## config.mk

```make
export PLATFORM = sky130hd
export DESIGN_NAME = escaped_text_segment_splitter_unit
export DESIGN_NICKNAME = d
export VERILOG_FILES = /design/src/design/essc_pkg.sv /design/src/design/essc_front.sv /design/src/design/essc_queue.sv /design/src/design/essc_back.sv /design/src/design/escaped_text_segment_splitter_unit.sv
export VERILOG_INCLUDE_DIRS = /design/src /design/src/design
export SDC_FILE = /design/constraint.sdc
export NUM_CORES = 1
export LEC_CHECK = 0
export ABC_AREA = 1
export BUFFER_PORTS_ARGS = -buffer_cell sky130_fd_sc_hd__buf_2
export CELL_PAD_IN_SITES_DETAIL_PLACEMENT = 1
export CELL_PAD_IN_SITES_GLOBAL_PLACEMENT = 1
export CORE_MARGIN = 10
export CORE_UTILIZATION = 45
export DETAILED_ROUTE_END_ITERATION = 7
export PLACE_DENSITY = 0.77
export SKIP_CTS_REPAIR_TIMING = 1
export SYNTH_ARGS = -nofsm -noshare
export SYNTH_HDL_FRONTEND = slang
export SYNTH_SLANG_ARGS = --single-unit
```

## constraint.sdc

```tcl
create_clock -name clk -period 8.1 [get_ports clk]
set_input_delay 1.62 -clock clk [delete_from_list [all_inputs] [get_ports clk]]
set_output_delay 1.62 -clock clk [all_outputs]
set_load 0.02 [all_outputs]
```

## src/design/escaped_text_segment_splitter_unit_assert.svh

```systemverilog
// ---------------------------------------------------------------------------
// Assertion macros for the escaped text segment splitter
// Each macro expands to a labeled concurrent assertion on clk, disabled
// while arst_n is low; in a synthesis build the macros expand to nothing.
// ---------------------------------------------------------------------------
`ifndef ESCAPED_TEXT_SEGMENT_SPLITTER_UNIT_ASSERT_SVH
`define ESCAPED_TEXT_SEGMENT_SPLITTER_UNIT_ASSERT_SVH
`ifndef SYNTH
// expr must hold at every clock edge
`define ESSC_ASSERT_ALWAYS(label, expr, msg) \
	label: assert property (@(posedge clk) disable iff (!arst_n) (expr)) \
		else $error(msg);
// when cond holds, expr must hold in the same cycle
`define ESSC_ASSERT_IMPLIES(label, cond, expr, msg) \
	label: assert property (@(posedge clk) disable iff (!arst_n) (cond) |-> (expr)) \
		else $error(msg);
`else
`define ESSC_ASSERT_ALWAYS(label, expr, msg)
`define ESSC_ASSERT_IMPLIES(label, cond, expr, msg)
`endif
`endif

```

## src/design/essc_pkg.sv

```systemverilog
// ---------------------------------------------------------------------------
// essc_pkg
// Types, codes and helpers shared by the segment splitter modules.
// ---------------------------------------------------------------------------
`timescale 1ns / 1ps
`default_nettype none
package essc_pkg;

	// results one input word can cause
	localparam int MaxRes     = 5;
	localparam int CntW       = $clog2(MaxRes + 1);
	localparam int QueueDepth = 4;
	localparam int QPtrW      = $clog2(QueueDepth);
	localparam int QCntW      = $clog2(QueueDepth + 1);

	// result channels
	localparam logic [1:0] CH_TEXT = 2'd0;
	localparam logic [1:0] CH_COMP = 2'd1;
	localparam logic [1:0] CH_ERR  = 2'd2;

	// error report codes
	localparam logic [7:0] ERR_TRUNCATED = 8'd0;
	localparam logic [7:0] ERR_UNKNOWN   = 8'd1;

	// sentinel value after reset
	localparam logic [7:0] SENTINEL_RESET = 8'h02;

	// newline segment 02 10 01 03
	localparam logic [7:0] NL_OPENER = 8'h02;
	localparam logic [7:0] NL_TYPE   = 8'h10;
	localparam logic [7:0] NL_CODE   = 8'h01;
	localparam logic [7:0] NL_TAIL   = 8'h03;
	localparam logic [7:0] CARRIAGE_RETURN = 8'h0D;

	// length codes
	localparam logic [7:0] LEN_EXT_BASE = 8'hF0;
	localparam logic [7:0] LEN_EXT1A    = 8'hF0;
	localparam logic [7:0] LEN_EXT1B    = 8'hF1;
	localparam logic [7:0] LEN_EXT2     = 8'hF2;
	localparam logic [7:0] LEN_EXT3     = 8'hFA;
	localparam logic [7:0] LEN_EXT4     = 8'hFE;

	typedef struct packed {
		logic [7:0] data_byte;
		logic       string_end;
	} in_word_t;

	typedef struct packed {
		logic [1:0] channel;
		logic [7:0] value;
		logic       component_end;
		logic       last;
	} out_word_t;

	typedef struct packed {
		logic [1:0] channel;
		logic [7:0] value;
		logic       component_end;
	} slot_t;

	// all results caused by one input word
	typedef struct packed {
		slot_t [MaxRes-1:0] slots;
		logic [CntW-1:0]    count;
	} cmd_t;

	function automatic slot_t mk_slot(input logic [1:0] ch, input logic [7:0] val,
			input logic fin);
		slot_t s;
		s.channel       = ch;
		s.value         = val;
		s.component_end = fin;
		return s;
	endfunction

	// append one result, drop it once the command is full
	function automatic cmd_t push(input cmd_t c, input slot_t s);
		cmd_t r;
		r = c;
		if (r.count < CntW'(MaxRes)) begin
			r.slots[r.count] = s;
			r.count = r.count + 1'b1;
		end
		return r;
	endfunction

endpackage
`default_nettype wire

```

## src/design/essc_front.sv

```systemverilog
// ---------------------------------------------------------------------------
// essc_front
// Segment parser: takes one byte a cycle while the queue is not full and
// turns it into a command that lists every result the byte causes.
// ---------------------------------------------------------------------------
`timescale 1ns / 1ps
`default_nettype none
module essc_front import essc_pkg::*; (
	input  wire logic       clk,
	input  wire logic       arst_n,
	input  wire logic       byte_valid,
	output logic            byte_ready,
	input  wire in_word_t   byte_data,
	input  wire logic       cfg_valid,
	output logic            cfg_ready,
	input  wire logic [7:0] cfg_data,
	input  wire logic       q_full,
	output logic            q_push,
	output cmd_t            q_cmd
);

	localparam logic [2:0] PH_IDLE      = 3'd0;
	localparam logic [2:0] PH_SENT      = 3'd1;
	localparam logic [2:0] PH_TYPE_HELD = 3'd2;
	localparam logic [2:0] PH_TYPE      = 3'd3;
	localparam logic [2:0] PH_LENB      = 3'd4;
	localparam logic [2:0] PH_PAY       = 3'd5;
	localparam logic [2:0] PH_NL        = 3'd6;
	localparam logic [2:0] PH_ERR       = 3'd7;

	logic [7:0]  sentinel_q;
	logic [2:0]  phase_q, phase_d;
	logic [7:0]  held_type_q, held_type_d;
	logic [7:0]  held_code_q, held_code_d;
	logic [31:0] acc_q, acc_d;
	logic [2:0]  lenb_left_q, lenb_left_d;
	logic [32:0] pay_left_q, pay_left_d;
	logic        err_q, err_d;
	logic        accept;
	logic [7:0]  b;
	logic [2:0]  lb;
	logic [32:0] pl;
	logic        held;
	cmd_t        cmd;

	assign byte_ready = !q_full;
	assign cfg_ready  = 1'b1;
	assign accept     = byte_valid && byte_ready;
	assign b          = byte_data.data_byte;
	assign held       = (phase_q == PH_TYPE_HELD);

	// parse one byte
	always_comb begin
		phase_d     = phase_q;
		held_type_d = held_type_q;
		held_code_d = held_code_q;
		acc_d       = acc_q;
		lenb_left_d = lenb_left_q;
		pay_left_d  = pay_left_q;
		err_d       = err_q;
		lb          = lenb_left_q;
		pl          = pay_left_q;
		cmd         = '0;
		case (phase_q)
			PH_IDLE: begin
				if (b == sentinel_q) begin
					phase_d = PH_SENT;
				end else begin
					cmd = push(cmd, mk_slot(CH_TEXT, b, 1'b0));
				end
			end
			PH_SENT: begin
				held_type_d = b;
				if (sentinel_q == NL_OPENER && b == NL_TYPE) begin
					phase_d = PH_TYPE_HELD;
				end else begin
					cmd = push(cmd, mk_slot(CH_TEXT, sentinel_q, 1'b0));
					cmd = push(cmd, mk_slot(CH_COMP, sentinel_q, 1'b0));
					cmd = push(cmd, mk_slot(CH_COMP, b, 1'b0));
					phase_d = PH_TYPE;
				end
			end
			PH_TYPE_HELD, PH_TYPE: begin
				held_code_d = b;
				if (held && b == NL_CODE) begin
					phase_d = PH_NL;
				end else if (b >= LEN_EXT_BASE && !(b inside {LEN_EXT1A, LEN_EXT1B,
						LEN_EXT2, LEN_EXT3, LEN_EXT4})) begin
					cmd = push(cmd, mk_slot(CH_ERR, ERR_UNKNOWN, 1'b0));
					phase_d = PH_ERR;
					err_d   = 1'b1;
				end else begin
					if (held) begin
						cmd = push(cmd, mk_slot(CH_TEXT, sentinel_q, 1'b0));
						cmd = push(cmd, mk_slot(CH_COMP, sentinel_q, 1'b0));
						cmd = push(cmd, mk_slot(CH_COMP, held_type_q, 1'b0));
					end
					cmd   = push(cmd, mk_slot(CH_COMP, b, b == 8'd0));
					acc_d = '0;
					if (b < LEN_EXT_BASE) begin
						pay_left_d = {25'd0, b};
						phase_d    = (b == 8'd0) ? PH_IDLE : PH_PAY;
					end else begin
						case (b)
							LEN_EXT2: lenb_left_d = 3'd2;
							LEN_EXT3: lenb_left_d = 3'd3;
							LEN_EXT4: lenb_left_d = 3'd4;
							default:  lenb_left_d = 3'd1;
						endcase
						phase_d = PH_LENB;
					end
				end
			end
			PH_LENB: begin
				acc_d = {acc_q[23:0], b};
				cmd   = push(cmd, mk_slot(CH_COMP, b, 1'b0));
				lb    = lenb_left_q - {2'd0, (lenb_left_q != 3'd0)};
				lenb_left_d = lb;
				if (lb == 3'd0) begin
					pay_left_d = {1'b0, acc_d} + 33'd1;
					phase_d    = PH_PAY;
				end
			end
			PH_PAY: begin
				pl = pay_left_q - {32'd0, (pay_left_q != 33'd0)};
				pay_left_d = pl;
				cmd = push(cmd, mk_slot(CH_COMP, b, pl == 33'd0));
				if (pl == 33'd0) begin
					phase_d = PH_IDLE;
				end
			end
			PH_NL: begin
				if (b == NL_TAIL) begin
					cmd = push(cmd, mk_slot(CH_TEXT, CARRIAGE_RETURN, 1'b0));
				end else begin
					cmd = push(cmd, mk_slot(CH_TEXT, sentinel_q, 1'b0));
					cmd = push(cmd, mk_slot(CH_COMP, sentinel_q, 1'b0));
					cmd = push(cmd, mk_slot(CH_COMP, held_type_q, 1'b0));
					cmd = push(cmd, mk_slot(CH_COMP, held_code_q, 1'b0));
					cmd = push(cmd, mk_slot(CH_COMP, b, 1'b1));
				end
				pay_left_d = '0;
				phase_d    = PH_IDLE;
			end
			default: begin
			end
		endcase

		// close the string: report an open segment, clear a latched error
		if (byte_data.string_end) begin
			if (phase_d == PH_ERR || err_q) begin
				phase_d = PH_IDLE;
				err_d   = 1'b0;
			end else if (phase_d != PH_IDLE) begin
				cmd     = push(cmd, mk_slot(CH_ERR, ERR_TRUNCATED, 1'b0));
				phase_d = PH_IDLE;
			end
			lenb_left_d = '0;
			pay_left_d  = '0;
		end
	end

	assign q_push = accept && (cmd.count != '0);
	assign q_cmd  = cmd;

	// hold control state
	always_ff @(posedge clk or negedge arst_n) begin
		if (!arst_n) begin
			sentinel_q  <= SENTINEL_RESET;
			phase_q     <= PH_IDLE;
			held_type_q <= '0;
			held_code_q <= '0;
			acc_q       <= '0;
			lenb_left_q <= '0;
			pay_left_q  <= '0;
			err_q       <= 1'b0;
		end else begin
			if (cfg_valid && cfg_ready) begin
				sentinel_q <= cfg_data;
			end
			if (accept) begin
				phase_q     <= phase_d;
				held_type_q <= held_type_d;
				held_code_q <= held_code_d;
				acc_q       <= acc_d;
				lenb_left_q <= lenb_left_d;
				pay_left_q  <= pay_left_d;
				err_q       <= err_d;
			end
		end
	end

endmodule
`default_nettype wire

```

## src/design/essc_queue.sv

```systemverilog
// ---------------------------------------------------------------------------
// essc_queue
// Short command queue between the parser and the result sequencer.
// ---------------------------------------------------------------------------
`timescale 1ns / 1ps
`default_nettype none
module essc_queue import essc_pkg::*; (
	input  wire logic clk,
	input  wire logic arst_n,
	input  wire logic push_en,
	input  wire cmd_t push_cmd,
	output logic      full,
	input  wire logic pop_en,
	output logic      head_valid,
	output cmd_t      head
);

	cmd_t             entries_q [QueueDepth];
	logic [QPtrW-1:0] wr_ptr_q, rd_ptr_q;
	logic [QCntW-1:0] count_q;
	logic             do_push, do_pop;

	assign full       = (count_q == QCntW'(QueueDepth));
	assign head_valid = (count_q != '0);
	assign head       = entries_q[rd_ptr_q];
	assign do_push    = push_en && !full;
	assign do_pop     = pop_en && head_valid;

	// store commands
	always_ff @(posedge clk) begin
		if (do_push) begin
			entries_q[wr_ptr_q] <= push_cmd;
		end
	end

	// advance pointers and fill count
	always_ff @(posedge clk or negedge arst_n) begin
		if (!arst_n) begin
			wr_ptr_q <= '0;
			rd_ptr_q <= '0;
			count_q  <= '0;
		end else begin
			if (do_push) begin
				wr_ptr_q <= (wr_ptr_q == QPtrW'(QueueDepth - 1)) ? '0 : wr_ptr_q + 1'b1;
			end
			if (do_pop) begin
				rd_ptr_q <= (rd_ptr_q == QPtrW'(QueueDepth - 1)) ? '0 : rd_ptr_q + 1'b1;
			end
			if (do_push && !do_pop) begin
				count_q <= count_q + 1'b1;
			end else if (do_pop && !do_push) begin
				count_q <= count_q - 1'b1;
			end
		end
	end

`include "escaped_text_segment_splitter_unit_assert.svh"
	`ESSC_ASSERT_ALWAYS(a_count_bound, count_q <= QCntW'(QueueDepth), "queue overfilled")
	`ESSC_ASSERT_IMPLIES(a_push_on_full, push_en, !full, "command pushed into full queue")

endmodule
`default_nettype wire

```

## src/design/essc_back.sv

```systemverilog
// ---------------------------------------------------------------------------
// essc_back
// Result sequencer: walks the head command one result per cycle into the
// output register while the output is not stalled.
// ---------------------------------------------------------------------------
`timescale 1ns / 1ps
`default_nettype none
module essc_back import essc_pkg::*; (
	input  wire logic clk,
	input  wire logic arst_n,
	input  wire logic head_valid,
	input  wire cmd_t head,
	output logic      pop_en,
	output logic      result_valid,
	input  wire logic result_ready,
	output out_word_t result_data
);

	logic [CntW-1:0] slot_idx_q;
	logic            out_valid_q;
	out_word_t       out_q;
	logic            load;
	logic            final_slot;
	slot_t           cur;

	assign load       = head_valid && (!out_valid_q || result_ready);
	assign final_slot = (slot_idx_q == head.count - 1'b1);
	assign cur        = head.slots[slot_idx_q];
	assign pop_en     = load && final_slot;

	// drive the output register
	always_ff @(posedge clk) begin
		if (load) begin
			out_q.channel       <= cur.channel;
			out_q.value         <= cur.value;
			out_q.component_end <= cur.component_end;
			out_q.last          <= final_slot;
		end
	end

	// step through the command, hold the word while stalled
	always_ff @(posedge clk or negedge arst_n) begin
		if (!arst_n) begin
			slot_idx_q  <= '0;
			out_valid_q <= 1'b0;
		end else begin
			if (load) begin
				slot_idx_q  <= final_slot ? '0 : slot_idx_q + 1'b1;
				out_valid_q <= 1'b1;
			end else if (result_ready) begin
				out_valid_q <= 1'b0;
			end
		end
	end

	assign result_valid = out_valid_q;
	assign result_data  = out_q;

`include "escaped_text_segment_splitter_unit_assert.svh"
	`ESSC_ASSERT_IMPLIES(a_idx_range, head_valid, slot_idx_q < head.count, "slot index past command")
	`ESSC_ASSERT_IMPLIES(a_idx_idle, !head_valid, slot_idx_q == '0, "slot index left mid command")

endmodule
`default_nettype wire

```

## src/design/escaped_text_segment_splitter_unit.sv

```systemverilog
// Escaped text segment splitter.
// byte channel (byte_valid/byte_ready/byte_data) takes one raw byte per
// cycle with its end-of-string flag. result channel (result_valid/
// result_ready/result_data) delivers text bytes, component bytes and error
// reports, with last set on the final result caused by each byte. The cfg
// channel writes the sentinel byte; it is always ready.
// A byte's first result is registered first in the command queue, then in
// the output register.
// Throughput: one byte per cycle while the four-entry command queue has
// room; the back end sends one result per cycle unless the receiver stalls,
// and a byte causes from 0 to 5 results. byte_ready is low only while the
// queue is full.
// A stalled receiver holds the output register; the queue keeps filling
// until full, then byte_ready drops. Reset returns the parser to outside
// any segment, clears the queue and sets the sentinel to 0x02.
// ---------------------------------------------------------------------------
// escaped_text_segment_splitter_unit
// Top level: parser, command queue and result sequencer.
// ---------------------------------------------------------------------------
`timescale 1ns / 1ps
`default_nettype none
module escaped_text_segment_splitter_unit import essc_pkg::*; (
	input  wire logic       clk,
	input  wire logic       arst_n,
	input  wire logic       byte_valid,
	output logic            byte_ready,
	input  wire in_word_t   byte_data,
	output logic            result_valid,
	input  wire logic       result_ready,
	output out_word_t       result_data,
	input  wire logic       cfg_valid,
	output logic            cfg_ready,
	input  wire logic [7:0] cfg_data
);

	logic q_full, q_push, q_pop, q_head_valid;
	cmd_t q_cmd, q_head;

	// classify bytes
	essc_front u_front (
		.clk        (clk),
		.arst_n     (arst_n),
		.byte_valid (byte_valid),
		.byte_ready (byte_ready),
		.byte_data  (byte_data),
		.cfg_valid  (cfg_valid),
		.cfg_ready  (cfg_ready),
		.cfg_data   (cfg_data),
		.q_full     (q_full),
		.q_push     (q_push),
		.q_cmd      (q_cmd)
	);

	// buffer commands
	essc_queue u_queue (
		.clk        (clk),
		.arst_n     (arst_n),
		.push_en    (q_push),
		.push_cmd   (q_cmd),
		.full       (q_full),
		.pop_en     (q_pop),
		.head_valid (q_head_valid),
		.head       (q_head)
	);

	// emit results
	essc_back u_back (
		.clk          (clk),
		.arst_n       (arst_n),
		.head_valid   (q_head_valid),
		.head         (q_head),
		.pop_en       (q_pop),
		.result_valid (result_valid),
		.result_ready (result_ready),
		.result_data  (result_data)
	);

endmodule
`default_nettype wire

```

== After elaboration in Yosys (flattened, before gate mapping) ==
Memories as Yosys holds them, arrays and structs flattened.
Cells that the tools add are included.
Operators by class
  order comparisons: 33
  equality and inequality tests: 28
  multiplexer cells: 115
  add/sub/neg operators: 19
  bitwise logic cells: 3
  reductions and logical operators: 49
Operators by type and width (count)
  $mux W58: 33
  $bwmux W55: 9
  $pmux W58 S6: 1
  $demux W11 S3: 10
  $mux W33: 5
  $pmux W33 S4: 1
  $mux W11: 11
  $mux W14: 8
  $mux W3: 17
  $and A50 B50 Y50: 1
  $not A50 Y50: 1
  $mux W24: 2
  $pmux W24 S2: 1
  $lt A3 B4 Y1 const B: 11
  $eq A8 B8 Y1 const B: 5
  $add A3 B1 Y3 const B: 12
  $add A32 B1 Y33 const B: 1
  $bmux W11 S3: 1
  $logic_not A33 Y1: 1
  $reduce_bool A33 Y1: 1
  $sub A33 B1 Y33: 1
  $ge A3 B1 Y1 const B: 10
  $lt A3 B3 Y1 const B: 10
  $logic_and A1 B1 Y1: 21
  other kinds (36): 73
Word-level totals
  input port bits: 22
  memories: 1
  register bits: 111
  RAM bits: 232
Memories
  u_queue.entries_q: words 4, bits a word 58, read ports 1, clocked after Yosys merged registers in 0, write ports 1, line essc_queue.sv:18  | cmd_t entries_q [QueueDepth];

== Logic depth before layout (Yosys ltp) ==
Gate-level depths: netlist of the first run.
  depth in word-level cells: 53
  mapped depth: 35
  gate-level depth less buffers: 35

== Modules after synthesis ==
From an unflattened synthesis of the first run, not the netlist that was laid out.
Unflattened totals
  cell total of the unflattened synthesis: 1984
  area, all modules: 18067.3 um^2
By module, submodules not included
  essc_queue: area each 10037.1 um^2, times used 1, sequential area each 7141.8 um^2, cells an instance 737
  essc_front: area each 6859.1 um^2, times used 1, sequential area each 2203.4 um^2, cells an instance 1075
  essc_back: area each 1171.1 um^2, times used 1, sequential area each 460.4 um^2, cells an instance 172

== Least setup slack after synthesis of the first run ==
No wires, ideal clock.
  kind: input -> register
  start: in byte_data[1] in the netlist's numbering
  end: mem u_queue.entries_q[3][0] in the netlist's numbering (enable)
  slack: 1.715 ns
  buffers on the path: 0
  cell stages on the path: 17
  data required time: 7.632 ns
  arrival: 5.917 ns
  cells stage by stage: inv_1 > ha_1 > inv_1 > nor3_1 > nor2_1 > nand3_1 > and2_1 > nor2_1 > nor4_1 > inv_1 > ha_1 > xnor2_1 > nand2_1 > nand2_2 > nand3_4 > nand2_4 > nor2_1
On the way
  word-level cells in the longest chain between the ends: 17
  elaborated cells on any way between the ends: 44
  those cells by class: 1 x add/sub; 3 x order compare; 10 x eq/ne; 19 x mux; 11 x reduce/logical
RTL lines
  start: declaration: line escaped_text_segment_splitter_unit.sv:27  | input wire in_word_t byte_data,
  branches (longest 11 deep; another with $ge A8 B8 Y1)
  $mux W58 (*): line essc_front.sv:150  | if (byte_data.string_end) begin
  $reduce_bool A3 Y1 (*): line essc_front.sv:163  | assign q_push = accept && (cmd.count != '0);
  $logic_and A1 B1 Y1 (*): line essc_front.sv:163
  $logic_and A1 B1 Y1 (*): line essc_queue.sv:26  | assign do_push = push_en && !full;
  $mux W1 (*): line essc_queue.sv:31  | if (do_push) begin
  $mux W1 (implied by the code) (*): line essc_queue.sv:32  | entries_q[wr_ptr_q] <= push_cmd;
  end: declaration: line essc_queue.sv:18
Mark *: on every way between the ends.

== Worst setup path in the final report of the first run ==
  start: reg u_front.pay_left_q[15]
  end: mem u_queue.entries_q[1][21] in the netlist's numbering (enable)
On the way
  word-level cells in the longest chain between the ends: 14
  elaborated cells on any way between the ends: 16
  those cells by class: 1 x add/sub; 1 x eq/ne; 7 x mux; 7 x reduce/logical
RTL lines
  start: declaration: line essc_front.sv:37  | logic [32:0] pay_left_q, pay_left_d;
  start signal: assignment: line essc_front.sv:187  | pay_left_q <= pay_left_d;
  $reduce_bool A33 Y1: line essc_front.sv:125  | pl = pay_left_q - {32'd0, (pay_left_q != 33'd0)};
  $sub A33 B1 Y33 (*): line essc_front.sv:125
  $logic_not A33 Y1 (*): line essc_front.sv:128  | if (pl == 33'd0) begin
  $mux W3 (*): line essc_front.sv:128
  $pmux W3 S6 (*): line essc_front.sv:64  | case (phase_q)
  $reduce_bool A3 Y1 or $eq A3 B3 Y1 (tied branches): line essc_front.sv:154, essc_front.sv:151
  $mux W58 or $logic_or A1 B1 Y1 (tied branches): line essc_front.sv:154, essc_front.sv:151
  $mux W58 (*): line essc_front.sv:151  | if (phase_d == PH_ERR || err_q) begin
  $mux W58 (*): line essc_front.sv:150
  $reduce_bool A3 Y1 (*): line essc_front.sv:163
  $logic_and A1 B1 Y1 (*): line essc_front.sv:163
  $logic_and A1 B1 Y1 (*): line essc_queue.sv:26
  $mux W1 (*): line essc_queue.sv:31
  $mux W1 (implied by the code) (*): line essc_queue.sv:32
Every way passes the cells marked *; elsewhere a longest branch is shown, timed or not.

==> flow_summary.json, run 1 <==
{
  "grt_usage_pct": 22.9,
  "core.rowCount": 69,
  "portBuffers": 35,
  "async_reset_ff_share_pct": 29.9,
  "gp_congestion": 0.899,
  "setup_violations": 0,
  "core_um2": 35500,
  "instances_no_fill": 2232,
  "antenna_found_initial": 1,
  "globalRouteMet3Util_pct": 2.36,
  "top_usage_layer": "met2",
  "antenna_cells": 0,
  "slew_headroom_pct": 19.2,
  "synth_edf_count": 232,
  "syn_to_final_growth_pct": 11.2,
  "grt_pass1_wl_um": 79200,
  "cts_tree": "built",
  "placed_cells": 2164,
  "syn-cell-area_um2": 16200,
  "insertion_delay_ps": 540,
  "overflow": 0,
  "syn_inst": 1727,
  "synth.avg_cell_area_um2": 9.36,
  "dpl.hpwl_um": 35700,
  "cpMostUsedCell": "nand2_1",
  "maxSlewViolCount": 0,
  "hold_viol": 0,
  "hold_class": "reg2reg",
  "holdPathStages": 2,
  "top_level_ports": 37,
  "use_met1_pct": 27.8,
  "yosys_warnings": 0,
  "skew_ps": 19.8,
  "min_to": "u_front.held_code_q[3]",
  "cellPowerDensity_nw_per_um2": 410,
  "critPathLaunchType": "flop",
  "routed_wl_um": 50700,
  "fin_crit_sh_pct": 68.9,
  "worst_hold_slack_ps": 488,
  "synth_ff_type": "edfxtp_1",
  "critPathRequiredTime_ps": 8330,
  "ys_seq_elements": 331,
  "die-area_um2": 43900,
  "drcViolationCount": 0,
  "synth_area_leaders": "edfxtp_1 (43%), dfrtp_1 (15%), o21ai_0 (7.3%)",
  "rr_endpoint": "u_queue.entries_q[1][21]",
  "yosysSeqAreaShare_pct": 58.4,
  "cts_max_level": 2,
  "rsz0062_at_grt": "no",
  "r2r_cells": 26,
  "max_cap_violations": 0,
  "regToRegStartpoint": "u_front.pay_left_q[15]",
  "fin_crit_ps": 5580,
  "initial_core_util_pct": 45.6,
  "max_freq_mhz": 179,
  "cts-root-buf": "clkbuf_16",
  "die_x_um": 210,
  "crit_family": "simple AND/OR/NAND/NOR gates",
  "crit_type": "reg2reg",
  "crit_fanout": 35,
  "slowest_delay_ps": 940,
  "yosysTopAreaCell": "edfxtp_1",
  "crit_arrival_ps": 5810,
  "wl_per_cell_um": 22.7,
  "rrSetupSlack_ps": 2520,
  "status": "finished, final reports clean",
  "drtIter0Drc": 860,
  "ys_types": 54,
  "tightestPinTransition_ps": 1200,
  "final.setup.tns_ps": 0,
  "first_global_vias": 13600,
  "endpoint_kind": "flop",
  "via_per_inst": 5.80,
  "detail-route-antenna-nets": 0,
  "min_from": "u_front.held_code_q[3]",
  "cts_sinks": 331,
  "vdd.ir_drop.worst_v": 0.000321,
  "globalRouteMet2Util_pct": 40.5,
  "layout.nets": 1782,
  "grt_max_degree": 81,
  "cts_buffers": 37,
  "drt-pass1-iter-count": 5,
  "drive_above_1_share_pct": 9.43,
  "leakage_nw": 7.02,
  "num_vias": 12900,
  "netlist.area_leader.share_pct": 43.1,
  "slowest_stage": "nor2_4",
  "clk_path_buf_depth": 3,
  "path_buf_inv": 2,
  "die_h_um": 210,
  "path_clk_slew_ps": 60
}
-- cell families (layout without fill, tap and decap cells) --
logic type                 after synthesis  after routing  share of synthesized area (%)
AOI/OAI and AO/OA                      398            398                           13.7
xor gates and xnor gates                19             19                           1.03
adders and majority gates               18             18                           1.44
buffers and inverters                  229            270                           5.50
DFF                                    331            331                           58.4
other                                    2              5                         0.0464
and+or+nand+nor                        730            730                           19.8
-- state kept, by name, indices dropped and copies added, names as in the netlist --
signal and cells:
u_front.acc_q 24, u_back.slot_idx_q 3, u_front.pay_left_q 33, u_back.result_valid 1, u_front.phase_q 3, u_front.held_type_q 8
u_back.result_data 12, u_front.held_code_q 8, u_queue.entries_q 220, u_queue.rd_ptr_q 2, u_front.err_q 1, u_queue.wr_ptr_q 2
u_front.sentinel_q 8, u_queue.count_q 3, u_front.lenb_left_q 3
-- cell usage after synthesis (all sizes together) (2+ instances only) --
cell,n
conb,2
nor4,8
nand4,27
edfxtp,232
o211ai,2
clkbuf,61
dfrtp,98
a21oi,38
a22o,3
inv,150
a32o,6
a32oi,3
xnor2,5
ha,17
nand2,303
o311ai,2
xor2,14
o31ai,4
o2bb2ai,8
nor3,19
clkinv,2
o21ai,251
a31oi,5
buf,16
nor2,271
o22ai,67
o32ai,4
nand3,98
-- routing by layer --
| layer | up-vias | wire length (um) |
|---|---|---|
| li1 | 6009 | - |
| met3 | 108 | 1920 |
| met4 | 0 | 2110 |
| met5 | - | 0 |
| met2 | 335 | 25900 |
| met1 | 6487 | 20800 |
-- how the worst max path moves through the flow --
stage / start / endpoint / cells past startpoint
2_1_floorplan: byte_data[1] / u_queue.entries_q[3][0] / 17
3_3_place_gp: byte_data[2] / u_queue.entries_q[1][19] / 15
3_5_place_dp: byte_data[8] / u_queue.entries_q[1][21] / 16
4_1_cts: u_front.pay_left_q[15] / u_queue.entries_q[1][31] / 26
5_1_grt: u_front.pay_left_q[15] / u_queue.entries_q[1][31] / 26
6_report: u_front.pay_left_q[15] / u_queue.entries_q[1][21] / 26
-- through the flow --
step | utilization [%] | setup WS, ps | total power [mW] | instance area, um^2
floorplan | - | 1710 | 4.65 | 16200
detailed placement | 47.3 | 2070 | 5.69 | 16800
global route | 50.7 | 2140 | 7.83 | 18000
CTS | 50.7 | 2500 | 7.39 | 18000
finish | 50.7 | 2520 | 7.38 | 18000
global placement | 47.3 | 2270 | 5.54 | 16800
-- cell type report --
type | count | area (um^2)
Fill cell | 4002 | 17500
Sequential cell | 331 | 9450
Multi-Input combinational cell | 1170 | 5890
Clock buffer | 56 | 1080
Tap cell | 461 | 577
Inverter | 152 | 571
Timing Repair Buffer | 50 | 290
Clock inverter | 12 | 134
-- cell usage in the layout, fill, tap and decap left out, drive strengths merged, types with 5 or more instances in the layout --
| master | count |
|---|---|
| nand2 | 303 |
| nor2 | 271 |
| o21ai | 251 |
| edfxtp | 232 |
| inv | 151 |
| dfrtp | 98 |
| nand3 | 98 |
| o22ai | 67 |
| clkbuf | 56 |
| buf | 50 |
| a21oi | 38 |
| nand4 | 27 |
| nor3 | 19 |
| ha | 17 |
| xor2 | 14 |
| clkinv | 10 |
| nor4 | 8 |
| o2bb2ai | 8 |
| a32o | 6 |
| xnor2 | 5 |
| conb | 5 |
| a31oi | 5 |
-- worst min-delay path, delay by kind of cell (launching register included) --
kind,cells,cell delay [ps]
AND/OR/NAND/NOR,1,50
flip-flops,1,340
AO/OA/AOI/OAI,1,60
-- report_power, final --
part	internal, mW	switching (mW)	total (mW)
registers	2.50	0.281	2.78
clock network	0.990	0.690	1.68
logic	0.776	2.14	2.91
Note: power is estimated with default switching activity, not from simulation.
==> run 2, diff against run 1 <==
Clock period 8.1 ns to 5.8 ns, I/O delays scaled along.
==> run 2 against run 1 <==
- flip-flop and latch count is the same
- worst setup slack lost 1600 ps
- sequential power increased by 40%
- critical path type is now in2reg
- global-route usage is 0.26 points higher
- sequential share of layout area decreased by 0.29 points
- hold slack improved by 1.4 ps
- routed wire length rose by 1.6%
==> flow_summary.json, run 2 (synthesis results as in run 1) <==
{
  "die-area_um2": 43900,
  "antenna_found_initial": 0,
  "status": "finished, final reports clean",
  "drtIter0Drc": 854,
  "top_level_ports": 37,
  "drt-pass1-iter-count": 5,
  "hold_class": "reg2reg",
  "hold_viol": 0,
  "overflow": 0,
  "tightestPinTransition_ps": 1290,
  "p_total_mw": 10.3,
  "holdPathStages": 2,
  "r2r_cells": 33,
  "initial_core_util_pct": 45.6,
  "cp_cell_sequence": "buf_2, inv_1, ha_1, nand2_1, nor4_1, nor2_1, nor4_1, inv_1, ha_1, xnor2_1, nand2_1, nand2_2, nand3_4, nand2_4, inv_1, ha_1, inv_1, fa_1, a21oi_1, o21ai_0, xor2_1",
  "rsz0062_at_grt": "no",
  "grt_usage_pct": 23.1,
  "cellPowerDensity_nw_per_um2": 571,
  "p_clk_share_pct": 22.8,
  "slowest_delay_ps": 690,
  "largest_register_ffs": 220,
  "drive_above_1_share_pct": 10.1,
  "regMostFlops": "u_queue.entries_q",
  "place_area_um2": 16900,
  "clk_path_buf_depth": 3,
  "num-fill-cells": 4084,
  "internal_power_mw": 5.95,
  "power_frac_seq_pct": 37.7,
  "skew_ps": 17.0,
  "layout_common_cells": "nand2_1 (289), nor2_1 (245), o21ai_0 (237), edfxtp_1 (232), inv_1 (139)",
  "p_comb_share_pct": 39.5,
  "die_h_um": 210,
  "routed_wl_um": 51500,
  "cpMostUsedCell": "inv_1",
  "portBuffers": 35,
  "gp_congestion": 0.985,
  "fin_crit_sh_pct": 84.6,
  "cp_num_cells": 21,
  "fin_crit_ps": 4910,
  "crit_arrival_ps": 5320,
  "post-route-cell-area_um2": 18100,
  "max_cap_violations": 0,
  "core.rowCount": 69,
  "cts-root-buf": "clkbuf_16",
  "via_per_inst": 5.87,
  "crit_type": "in2reg",
  "grt_max_degree": 81,
  "wl_per_cell_um": 23.0,
  "max_freq_mhz": 204,
  "num_vias": 13100,
  "grt_pass1_wl_um": 80800,
  "path_clk_slew_ps": 60,
  "slew_headroom_pct": 13.2,
  "cts_buffers": 37,
  "biggestRegsByFlops": "u_queue.entries_q (220), u_front.pay_left_q (33), u_front.acc_q (24)",
  "dpl.hpwl_um": 35200,
  "die_x_um": 210,
  "critPathLaunchType": "input port",
  "cts_max_level": 2,
  "setup_violations": 0,
  "layout.nets": 1789,
  "cts_sinks": 331,
  "path_buf_inv": 5,
  "endpoint_kind": "flop",
  "vdd.ir_drop.worst_v": 0.000247,
  "swShare_pct": 42.3,
  "syn_to_final_growth_pct": 11.8,
  "slowest_stage": "nor4_1",
  "first_global_vias": 14000,
  "drcViolationCount": 0,
  "layout_commonest_cell": "nand2_1",
  "netSwitchingPower_mw": 4.37,
  "leakage_nw": 7.06,
  "cts_tree": "built",
  "crit_family": "simple AND/OR/NAND/NOR gates",
  "critPathRequiredTime_ps": 6210,
  "detail-route-antenna-nets": 0,
  "core_um2": 35500,
  "maxSlewViolCount": 0,
  "crit_fanout": 9,
  "final.setup.tns_ps": 0,
  "insertion_delay_ps": 550,
  "antenna_cells": 0
}
[run 2: cell types whose count changed in the layout (fill, tap and decap cells not counted), sizes merged]
| cell | change |
|---|---|
| clkbuf | -2 |
| buf | +7 |
| inv | +2 |
| bufinv | -1 |
| clkinvlp | +1 |
[run 2: cell type report]
class                           instances  area (um^2)  area share (%)
Tap cell                              461          577            3.19
Sequential cell                       331         9450            52.2
Clock buffer                           54         1060            5.87
Inverter                              152          571            3.15
Timing Repair Buffer                   57          393            2.17
Clock inverter                         14          149           0.823
Multi-Input combinational cell       1170         5890            32.5
[run 2: path summary, 6_finish.rpt]
check / start / to / slack [ps]
min in group asynchronous: arst_n / u_back.result_valid / 570
max in group asynchronous: arst_n / u_front.pay_left_q[0] / 4280
setup / recovery: byte_data[1] / u_queue.count_q[2] / 890
hold reg to reg: u_front.held_type_q[7] / u_front.held_type_q[7] / 490
hold / removal: u_front.held_type_q[7] / u_front.held_type_q[7] / 490
setup reg to reg: u_front.pay_left_q[7] / u_queue.count_q[2] / 980
[run 2: worst min-delay path, stage by stage, from the launching register on]
cell and delay (ps):
dfrtp_1 340, nand2_1 50, o21ai_0 60
[run 2: stage by stage]
stage          utilization, %  setup slack, ps  cells  hold WS, ps
6_report                 51.0              894   2239          489
2_1_floorplan               -             -125   1730          453
4_1_cts                  51.0              911   2239          489
3_3_place_gp             47.6              531   2171          466
5_1_grt                  51.0              472   2239          517
3_5_place_dp             47.6              381   2171          474
[run 2: layer usage]
layer	GRT usage, %	vias to the layer above	part of all wire (%)
met2	41.6	347	52
met4	9.80	0	4.1
li1	-	6019	-
met5	0	-	0
met3	2.75	114	4.1
met1	27.3	6665	40
[run 2: power groups by stage]
| stage | clock network [mW] | registers, mW | logic, mW |
|---|---|---|---|
| floorplan | 0 | 3.82 | 2.67 |
| global placement | 0 | 3.88 | 3.89 |
| detailed placement | 0 | 3.92 | 4.05 |
| CTS | 2.38 | 3.88 | 4.09 |
| global route | 2.48 | 3.95 | 4.51 |
| finish | 2.35 | 3.89 | 4.08 |
==> run 3, diff against run 2 <==
Settings changed: ABC_AREA 1 to 0, PLACE_DENSITY 0.77 to 0.73.
Clock period 5.8 ns to 4.9 ns, I/O delays scaled along.
==> run 3 against run 2 <==
- clock-buffer cell count decreased by 4
- routed wire length decreased by 6.8%
- the flow now finishes with violations (negative setup slack)
- combinational power decreased by 17%
- register-to-register slack got worse by 1000 ps
- flip-flop and latch count unchanged
- critical path depth unchanged
- die area decreased by 2.1%
==> flow_summary.json, run 3 <==
{
  "antenna_found_initial": 0,
  "insertion_delay_ps": 540,
  "tightestPinTransition_ps": 970,
  "die-area_um2": 43000,
  "cellPowerDensity_nw_per_um2": 533,
  "synth_ff_type": "edfxtp_1",
  "netlist.area_leader.share_pct": 44.1,
  "swShare_pct": 32.3,
  "antenna_cells": 0,
  "core.rowCount": 68,
  "cts_sinks": 331,
  "regToRegStartpoint": "u_front.pay_left_q[27]",
  "syn_to_final_growth_pct": 20.1,
  "yosysSeqAreaShare_pct": 59.8,
  "initial_core_util_pct": 45.6,
  "via_per_inst": 6.12,
  "cts_buffers": 37,
  "fin_ws_ps": -50.2,
  "ys_types": 73,
  "crit_type": "reg2reg",
  "top_level_ports": 37,
  "wl_per_cell_um": 26.4,
  "regMostFlops": "u_queue.entries_q",
  "layout.nets": 1377,
  "dpl.hpwl_um": 30200,
  "cts_max_level": 2,
  "overflow": 0,
  "crit_fanout": 2,
  "yosys_warnings": 0,
  "num_vias": 11100,
  "vdd.ir_drop.worst_v": 0.000349,
  "leakage_nw": 7.16,
  "synth_area_leaders": "edfxtp_1 (44%), dfrtp_1 (16%), mux4_2 (9.3%)",
  "skew_ps": 18.1,
  "synth_most_common_cell": "edfxtp_1",
  "die_h_um": 207,
  "setup_violations": 27,
  "max_cap_violations": 0,
  "fin_crit_sh_pct": 101,
  "drt-pass1-iter-count": 5,
  "status": "finished, violations left",
  "syn-cell-area_um2": 15800,
  "crit_arrival_ps": 5410,
  "p_comb_share_pct": 33.6,
  "first_global_vias": 11600,
  "rr_endpoint": "u_queue.count_q[2]",
  "internal_power_mw": 6.84,
  "drive_above_1_share_pct": 24.4,
  "fin_crit_ps": 4950,
  "rsz0062_at_grt": "yes",
  "gp_congestion": 0.862,
  "die_x_um": 207,
  "instances_no_fill": 1818,
  "synth.avg_cell_area_um2": 13.0,
  "biggestRegsByFlops": "u_queue.entries_q (220), u_front.pay_left_q (33), u_front.acc_q (24)",
  "place_area_um2": 17100,
  "syn_inst": 1218,
  "layout_common_cells": "edfxtp_1 (232), nand2_1 (123), dfrtp_1 (96), o21ai_0 (95), buf_4 (78)",
  "path_clk_slew_ps": 60,
  "failed_checks": "negative setup slack",
  "post-route-cell-area_um2": 19000,
  "placed_cells": 1720,
  "largest_register_ffs": 220,
  "routed_wl_um": 48000,
  "max_freq_mhz": 202,
  "p_clk_share_pct": 27.6,
  "yosysTopAreaCell": "edfxtp_1",
  "worst_hold_slack_ps": 444,
  "hold_class": "in2async",
  "drcViolationCount": 0,
  "rrSetupSlack_ps": -50,
  "portBuffers": 35,
  "hold_viol": 0,
  "grt_pass1_wl_um": 69700,
  "cts_tree": "built",
  "cts-root-buf": "clkbuf_16",
  "slew_headroom_pct": 35.3,
  "clk_path_buf_depth": 3,
  "async_reset_ff_share_pct": 29.9,
  "layout_commonest_cell": "edfxtp_1",
  "power_frac_seq_pct": 38.8,
  "r2r_cells": 21,
  "netSwitchingPower_mw": 3.26,
  "detail-route-antenna-nets": 0,
  "critPathRequiredTime_ps": 5360,
  "maxSlewViolCount": 0,
  "grt_max_degree": 49,
  "critPathLaunchType": "flop",
  "drtIter0Drc": 865,
  "grt_usage_pct": 20.4,
  "synth_edf_count": 232,
  "synth.top_cells.by_count": "edfxtp_1 (232), nand2_1 (124), dfrtp_1 (98), o21ai_0 (95), mux4_2 (65)",
  "ys_seq_elements": 331,
  "core_um2": 34600,
  "num-fill-cells": 3450,
  "endpoint_kind": "flop"
}
run 3: power groups by stage:
stage	registers (mW)	clock network [mW]	logic, mW
after detailed placement	3.96	0	2.96
after floorplan	3.89	0	1.93
after global placement	3.91	0	2.87
final	3.92	2.79	3.40
after global routing	3.97	2.94	3.64
after CTS	3.91	2.81	2.99
run 3: worst max-delay path by stage:
stage,depth (start not counted),slack [ps],start,endpoint
3_5_place_dp,21,-180,u_front.pay_left_q[25],u_queue.count_q[2]
2_1_floorplan,21,-2,u_front.pay_left_q[25],u_queue.count_q[2]
6_report,21,-50,u_front.pay_left_q[27],u_queue.count_q[2]
5_1_grt,21,-300,u_front.pay_left_q[27],u_queue.count_q[2]
3_3_place_gp,21,-30,u_front.pay_left_q[25],u_queue.count_q[2]
4_1_cts,21,-210,u_front.pay_left_q[27],u_queue.count_q[2]
run 3: stage by stage:
stage	setup TNS [ps]	util (%)	setup slack [ps]	total power [mW]
after floorplan	-1.56	-	-1.56	5.82
after global placement	-32.3	49.4	-32.3	6.79
after detailed placement	-352	49.4	-179	6.92
after CTS	-698	52.9	-210	9.71
after global routing	-34160	54.8	-305	10.5
final	-269	54.8	-50.2	10.1
run 3: critical path, stage by stage (launching register included):
cell       delay (ps)
dfrtp_1           390
or4_4             540
nor2_4            140
nand2_2            80
nor3_4            130
nand4_1           110
ha_2              220
ha_4              280
nor4bb_4          180
nand4_1           140
nor4b_2           250
o2111ai_1         180
a2111oi_2         330
nand4_2           210
o31ai_4           330
mux2i_4           300
ha_2              230
inv_2              50
fa_2              330
xor2_1            160
nor2_1            110
xor2_1            180
run 3: metal layers:
| layer | global-route usage [%] | wire, um |
|---|---|---|
| met3 | 4.21 | 3250 |
| met5 | 0 | 0 |
| met2 | 33.7 | 23900 |
| met4 | 4.82 | 968 |
| met1 | 27.0 | 19900 |
run 3: cell type report:
| cell class | instances | area (um^2) | share of cell area (%) |
|---|---|---|---|
| clock inverter | 15 | 175 | 0.923 |
| sequential | 331 | 9450 | 49.8 |
| timing repair buffer | 152 | 1560 | 8.24 |
| clock buffer | 50 | 1020 | 5.40 |
| inverter | 37 | 139 | 0.732 |
| multi-input combinational | 778 | 6050 | 31.9 |
| tap | 455 | 569 | 3.00 |
run 3: logic make-up after synthesis:
group           count (synthesis)  share of synthesized area (%)
compound gates                239                           9.79
xor+xnor                       62                           3.44
fa+ha+maj                      18                           1.47
buf+inv                       113                           2.74
flops                         331                           59.8
mux                            93                           11.2
other cells                     2                         0.0475
simple gates                  360                           11.5
